[config.mk]
export PLATFORM = sky130hd
export DESIGN_NAME = ttid_div
export DESIGN_NICKNAME = d
export VERILOG_FILES = /design/src/hdl/ttid_pkg.sv /design/src/hdl/ttid_div.sv
export SDC_FILE = /design/constraint.sdc
export NUM_CORES = 1
export LEC_CHECK = 0
export BUFFER_PORTS_ARGS = -buffer_cell sky130_fd_sc_hd__buf_2
export CORE_MARGIN = 2
export CORE_UTILIZATION = 37
export DETAILED_ROUTE_END_ITERATION = 10
export HOLD_SLACK_MARGIN = 0.12
export PLACE_DENSITY = 0.61
export SETUP_SLACK_MARGIN = 0.05
export SYNTH_ARGS = -nofsm -noshare
export SYNTH_HDL_FRONTEND = slang
export SYNTH_SLANG_ARGS = --single-unit
[constraint.sdc]
create_clock -name clk -period 2.6 [get_ports clk]
set_input_delay 0 -clock clk [delete_from_list [all_inputs] [get_ports clk]]
set_output_delay 0 -clock clk [all_outputs]
set_load 0.05 [all_outputs]
[src/hdl/ttid_pkg.sv]
package ttid_pkg;

  typedef struct packed {
    logic       frame_start;
    logic [7:0] red_in;
    logic [7:0] green_in;
    logic [7:0] blue_in;
    logic [7:0] alpha_in;
  } pixel_in_t;

  typedef struct packed {
    logic [7:0] red_out;
    logic [7:0] green_out;
    logic [7:0] blue_out;
    logic [7:0] alpha_out;
    logic       frame_end;
  } pixel_out_t;

  localparam int CfgIndexW = 3;
  localparam int CfgDataW  = 13;
  localparam int FactorW   = 7;
  localparam int RowW      = 16;

  localparam logic [CfgIndexW-1:0] CFG_IN_WIDTH   = 3'd0;
  localparam logic [CfgIndexW-1:0] CFG_OUT_WIDTH  = 3'd1;
  localparam logic [CfgIndexW-1:0] CFG_OUT_HEIGHT = 3'd2;
  localparam logic [CfgIndexW-1:0] CFG_H_FACTOR   = 3'd3;
  localparam logic [CfgIndexW-1:0] CFG_V_FACTOR   = 3'd4;

  localparam logic [12:0]        RST_IN_WIDTH   = 13'd800;
  localparam logic [10:0]        RST_OUT_WIDTH  = 11'd350;
  localparam logic [10:0]        RST_OUT_HEIGHT = 11'd248;
  localparam logic [FactorW-1:0] RST_H_FACTOR   = 7'd2;
  localparam logic [FactorW-1:0] RST_V_FACTOR   = 7'd2;

  // per-byte truncating average of two packed pixels
  function automatic logic [31:0] avg_px(input logic [31:0] a, input logic [31:0] b);
    logic [8:0]  s;
    logic [31:0] r;
    r = '0;
    for (int k = 0; k < 4; k++) begin
      s = {1'b0, a[8*k +: 8]} + {1'b0, b[8*k +: 8]};
      r[8*k +: 8] = s[8:1];
    end
    return r;
  endfunction

endpackage

[src/hdl/ttid_div.sv]
module ttid_div #(
  parameter int NumW = 16
) (
  input  logic                        clk,
  input  logic                        rst,
  input  logic                        start,
  input  logic [NumW-1:0]             dividend,
  input  logic [ttid_pkg::FactorW-1:0] divisor,
  output logic                        busy,
  output logic                        done,
  output logic [NumW-1:0]             quotient,
  output logic [ttid_pkg::FactorW-1:0] remainder
);

  localparam int StepW = $clog2(NumW + 1);

  logic [NumW-1:0]              num;
  logic [ttid_pkg::FactorW-1:0] rem;
  logic [ttid_pkg::FactorW-1:0] dvs;
  logic [StepW-1:0]             steps;
  logic [ttid_pkg::FactorW:0]   trial;
  logic                         fits;
  logic [ttid_pkg::FactorW-1:0] diff;
  logic [NumW-1:0]              shifted;

  // restoring division, one quotient bit per cycle
  always_comb begin
    trial   = {rem, num[NumW-1]};
    fits    = trial >= {1'b0, dvs};
    diff    = trial[ttid_pkg::FactorW-1:0] - dvs;
    shifted = NumW'({num, fits});
  end

  always_ff @(posedge clk) begin
    if (rst) begin
      steps <= '0;
      done  <= 1'b0;
    end else begin
      done <= 1'b0;
      if (start) begin
        steps <= StepW'(NumW);
      end else if (steps != '0) begin
        steps <= steps - StepW'(1);
        if (steps == StepW'(1)) begin
          done <= 1'b1;
        end
      end
    end
  end

  always_ff @(posedge clk) begin
    if (start) begin
      num <= dividend;
      rem <= '0;
      dvs <= divisor;
    end else if (steps != '0) begin
      num <= shifted;
      rem <= fits ? diff : trial[ttid_pkg::FactorW-1:0];
    end
  end

  assign busy      = steps != '0;
  assign quotient  = num;
  assign remainder = rem;

endmodule

# Yosys cells after proc, flatten, opt, wreduce, memory -nomap -nowiden
# Index checks and enable logic that the tools add are counted.
# W data, S select, Z words.
# op_classes
add_sub_neg	2
mul	0
n_div	0
order_cmp	1
eq_ne	1
n_shift	0
muxes	6
bitwise_logic	1
reduce_logical	4
# ops
operator	count
$mux W16	2
$mux W5	2
$ge A8 B7 Y1	1
$mux W7	1
$sub A7 B7 Y7	1
$eq A5 B1 Y1 const B	1
$reduce_bool A5 Y1	1
$sub A5 B1 Y5 const B	1
$reduce_or A3 Y1	1
$reduce_bool A2 Y1	1
$reduce_or A2 Y1	1
$mux W1	1
$not A1 Y1	1
# word_totals
reg_bits	36
latchBits	0
ram_bits	0
rom_bits	0
inputBits	26
output_inout_bits	25
wordCells	21
mem_count	0

# Logic depth before layout (Yosys ltp)
# logic_depth
depth_word	3
ltp_mapped	9
ltp_nobuf	8

# Worst setup path after synthesis
# Ideal clock, no wire load.
# synth_timing
kind	reg2reg
startpoint	register num[15], in the netlist quotient[15]
endpoint	register rem, in the netlist remainder[6]
setup_time_ns	0.088
arrival_ns	2.341
required_ns	2.512
path_slack_ns	0.171
path_stages_with_launch	10
path_buffers	1
period_less_slack_ns	2.429
cell_sequence	edfxtp_1 > inv_1 > ha_1 > fa_1 > nand2b_1 > a211oi_2 > nor3_2 > buf_6 > a31o_2 > a311oi_2
# synth_between
elab_chain_len	2
word_cells_on_any_way	3
classes_between	add/sub: 1; order compare: 1; mux: 1
# synth_lines
element	line_no	source
from (decl)	ttid_div.sv:17	logic [NumW-1:0] num;
from (signal assigned)	ttid_div.sv:53	num <= dividend;
from (signal assigned)	ttid_div.sv:57	num <= shifted;
$sub A7 B7 Y7 / $ge A8 B7 Y1 (equally long branches)	ttid_div.sv:30, ttid_div.sv:29	
$mux W7 (*)	ttid_div.sv:58	rem <= fits ? diff : trial[ttid_pkg::FactorW-1:0];
to (signal assigned)	ttid_div.sv:58	
to (decl)	ttid_div.sv:18	logic [ttid_pkg::FactorW-1:0] rem;
# Mark *: on every way between the ends. The rest lies on a longest branch, timed or not.
# A chain may end at the register's enable or synchronous reset.

# Worst setup path in the final report
# layout_timing
startpoint	register num[15], in the netlist quotient[15]
endpoint	register rem, in the netlist remainder[0]
# Same word-level chain as after synthesis.

==> implementation parameters <==
Parameter                              Value

Status
  Run status ... finished, final reports clean

Timing
  Worst hold margin ... about 0.23 ns
  Max-slew headroom ... between 60 and 70%
  Share of the clock period used by the worst path ... ~85%
  Upper clock frequency limit ... approximately 450 MHz
  Final sum of negative setup slack ... 0 ns
  RSZ-0062 raised after global routing ... no
  Post-layout min period ... between 2 and 2.5 ns
  Slew at the pin with the worst max-slew slack ... around 0.58 ns
  Final clock skew ... 0.00398 ns
  Hold Vio Cnt, Final ... 0
  Final setup violation count ... 0
  Final count of pins violating max slew ... 0

Clocking
  H-tree level count ... 2
  Clock tree from TritonCTS ... yes
  Clock latency on the worst-skew pair ... 0.30 ns
  Number of buffers on the longest clock path ... 2
  Inserted Clock Buffers ... 5
  Register clock-pin slew on the reported worst setup and hold paths ... roughly 0.080 ns
  Clock root buffer ... sky130_fd_sc_hd__clkbuf_8
  Clk sink count ... 36
  Post-CTS setup buffers ... 0

Final layout
  Synthesis-to-finish area growth ... 34.5%
  Final nets ... approximately 270
  Util after Layout ... 52.2%
  Leading cell type in the layout, fill and taps excluded ... sky130_fd_sc_hd__buf_2
  Commonest cells after routing, fill and taps aside ... sky130_fd_sc_hd__buf_2, sky130_fd_sc_hd__dlygate4sd3_1, sky130_fd_sc_hd__edfxtp_1
  Diode insertion count for antenna repair ... 0
  Ratio of cells with drive above 1 in the final layout ... 33.6%

Worst setup path
  Top fanout value on the critical path ... 11
  Setup Crit Path Kind ... reg -> reg
  Worst setup EP type ... register
  Crit path required time ... approximately 2.8 ns
  Startpoint kind of the worst setup timing path ... register
  CP Data Arrival Time ... about 2.4 ns

Placed design
  Total half-perimeter wirelength after legalization and detailed placement ... 2530 µm
  Placer's final routability congestion estimate ... 0.786
  Number of input and output port buffers inserted ... 50

Detailed routing
  Overall routed net length ... about 3800 µm
  Vias after detailed routing ... roughly 1400
  Routed wire length per instance ... 12.4 µm
  1st-iter DRT viols ... 81
  Number of iterations in the first detailed-routing pass ... 4
  Number of vias per cell ... 4.69
  Antenna Violating Nets Remaining ... 0
  Residual DRC count ... 0

Logic synthesis
  Post-synthesis cell type count ... 38
  Synth Cell Area ... about 0.0018 mm²
  Async set or reset register ratio after synthesis ... 0%
  Sequential share of the synthesized area ... between 50% and 60%
  Count of state elements after synthesis ... 36
  Average cell area after synthesis ... approximately 11 µm²
  Cells taking the most area after synthesis ... sky130_fd_sc_hd__edfxtp_1, sky130_fd_sc_hd__dfxtp_1, sky130_fd_sc_hd__mux2_2
  Post-Syn Nets ... roughly 200
  Dominant register cell in the synthesized netlist ... sky130_fd_sc_hd__edfxtp_1
  Fraction of post-synthesis cell area in the top cell type by area ... 37.4%
  Post-synthesis cell type with the largest combined area ... sky130_fd_sc_hd__edfxtp_1
  Count of flip-flops with a built-in enable after synthesis ... 23
  Syn Inst Count ... 161
  Number of warnings reported in the yosys synthesis log ... 0

Global route
  Pin count of the biggest net entering global routing ... 29
  GR Overflow Total ... 0
  Number of global-route vias before repair ... 1435
  All-layer global routing usage ... ~16%
  Initial antenna violation count ... 0
  Wire length of the first global-routing pass ... ~6500 µm

Power
  Power per cell area ... approximately 1000 mW/mm²
  Portion of total power attributed to combinational logic ... between 40% and 50%
  Switching share of power ... 44.9%
  Portion of total power attributed to the clock network ... 16.2%
  Peak ir drop on the vdd network ... 0.471 mV
  Relative contribution of sequential cells to total power ... between 30% and 40%
  Final Power ... approximately 2.5 mW
  Static leakage power ... between 1 and 1.5 nW
  Net switching power ... approximately 1.1 mW
  Internal power component ... between 1 and 1.5 mW

Die
  DIE WIDTH ... ~75 µm
  Die Area ... roughly 0.0056 mm²
  Die height ... around 75 µm
  Core footprint ... ~0.0048 mm²
  Num rows ... 25
  Starting density of the core ... 38.8%
  Boundary Pins ... between 50 and 60

Min path
  Min-Delay Path Class ... in -> reg

Job
  Max-cap violation count ... 0
-- registers in the layout, indices dropped and copies added (netlist names) --
name       count
steps          5
quotient      16
dvs            7
remainder      7
done           1
-- timing repair --
| action | CTS | global route |
|---|---|---|
| endpoints found under the setup margin | 0 | 1 |
| hold buffers | 24 | 0 |
| gates resized for setup | 0 | 1 |
| hold endpoints to repair | 29 | 0 |
-- metal layers --
metal / global-route usage, % / vias to the layer above / part of all wire (%)
met5: 0 / - / 0
met4: 6.94 / 0 / 1.7
li1: - / 728 / -
met3: 5.76 / 5 / 6.1
met2: 24.4 / 43 / 46
met1: 20.1 / 655 / 46
-- cell type report --
type | count | area, µm²
clock inverter | 2 | 11.3
timing repair buffer | 76 | 505
clock buffer | 6 | 72.6
tap | 67 | 83.8
multi-input combinational | 106 | 813
inverter | 12 | 45.0
sequential | 36 | 951
fill | 446 | 2270
-- through the flow --
| stage | worst slack, ns | instances | area, µm² |
|---|---|---|---|
| 2_1_floorplan | 0.171 | 161 | 1850 |
| 3_3_place_gp | 0.221 | 273 | 2150 |
| 3_5_place_dp | 0.168 | 273 | 2150 |
| 4_1_cts | 0.148 | 305 | 2480 |
| 5_1_grt | 0.194 | 305 | 2480 |
| 6_report | 0.383 | 305 | 2480 |
-- synth_stat cells, drive strengths merged, types with 2 or more instances --
cell / number
inv: 12
dfxtp: 13
ha: 9
a311oi: 2
clkbuf: 4
and2b: 2
nor2: 21
nor3: 6
buf: 3
xor2: 2
a21oi: 6
nand2b: 3
o21ai: 3
mux2i: 6
nand2: 8
edfxtp: 23
xnor2: 4
mux2: 16
a211oi: 5
-- final timing paths --
path,slack [ns],endpoint,from,depth (start not counted)
min,0.23,dvs[1]$_DFFE_PP_,start,1
min reg2reg,0.51,steps[4]$_SDFFE_PP0P_,steps[4]$_SDFFE_PP0P_,2
max reg2reg,0.38,remainder[0]$_SDFFE_PP0P_,quotient[15]$_DFFE_PP_,8
max,0.38,remainder[0]$_SDFFE_PP0P_,quotient[15]$_DFFE_PP_,8
-- cells by family after synthesis --
logic type	count (synthesis)	share of synthesized area, %
adder cells (fa/ha/maj)	10	7.19
buffers and inverters	19	4.75
multiplexers	22	13.0
AO/OA/AOI/OAI	22	8.88
flip-flops	36	51.5
XOR/XNOR	6	2.85
AND/OR/NAND/NOR	46	11.8
-- power by group through the flow --
stage | clock network, mW | logic [mW] | registers, mW
floorplan | 0 | 0.636 | 1.21
global placement | 0 | 1.20 | 0.852
detailed placement | 0 | 1.20 | 0.854
CTS | 0.408 | 1.23 | 0.844
global route | 0.437 | 1.35 | 0.863
finish | 0.401 | 1.24 | 0.841
-- worst max-delay path, cell delays in order (launching register included) --
cell                       delay (ns)
sky130_fd_sc_hd__edfxtp_1        0.38
sky130_fd_sc_hd__inv_1           0.08
sky130_fd_sc_hd__ha_1            0.17
sky130_fd_sc_hd__fa_1            0.21
sky130_fd_sc_hd__nand2b_1        0.17
sky130_fd_sc_hd__a211oi_2        0.10
sky130_fd_sc_hd__nor3_4          0.42
sky130_fd_sc_hd__mux2_2          0.39
sky130_fd_sc_hd__a211oi_1        0.21
No activity file was read; power rests on OpenSTA's default activity.
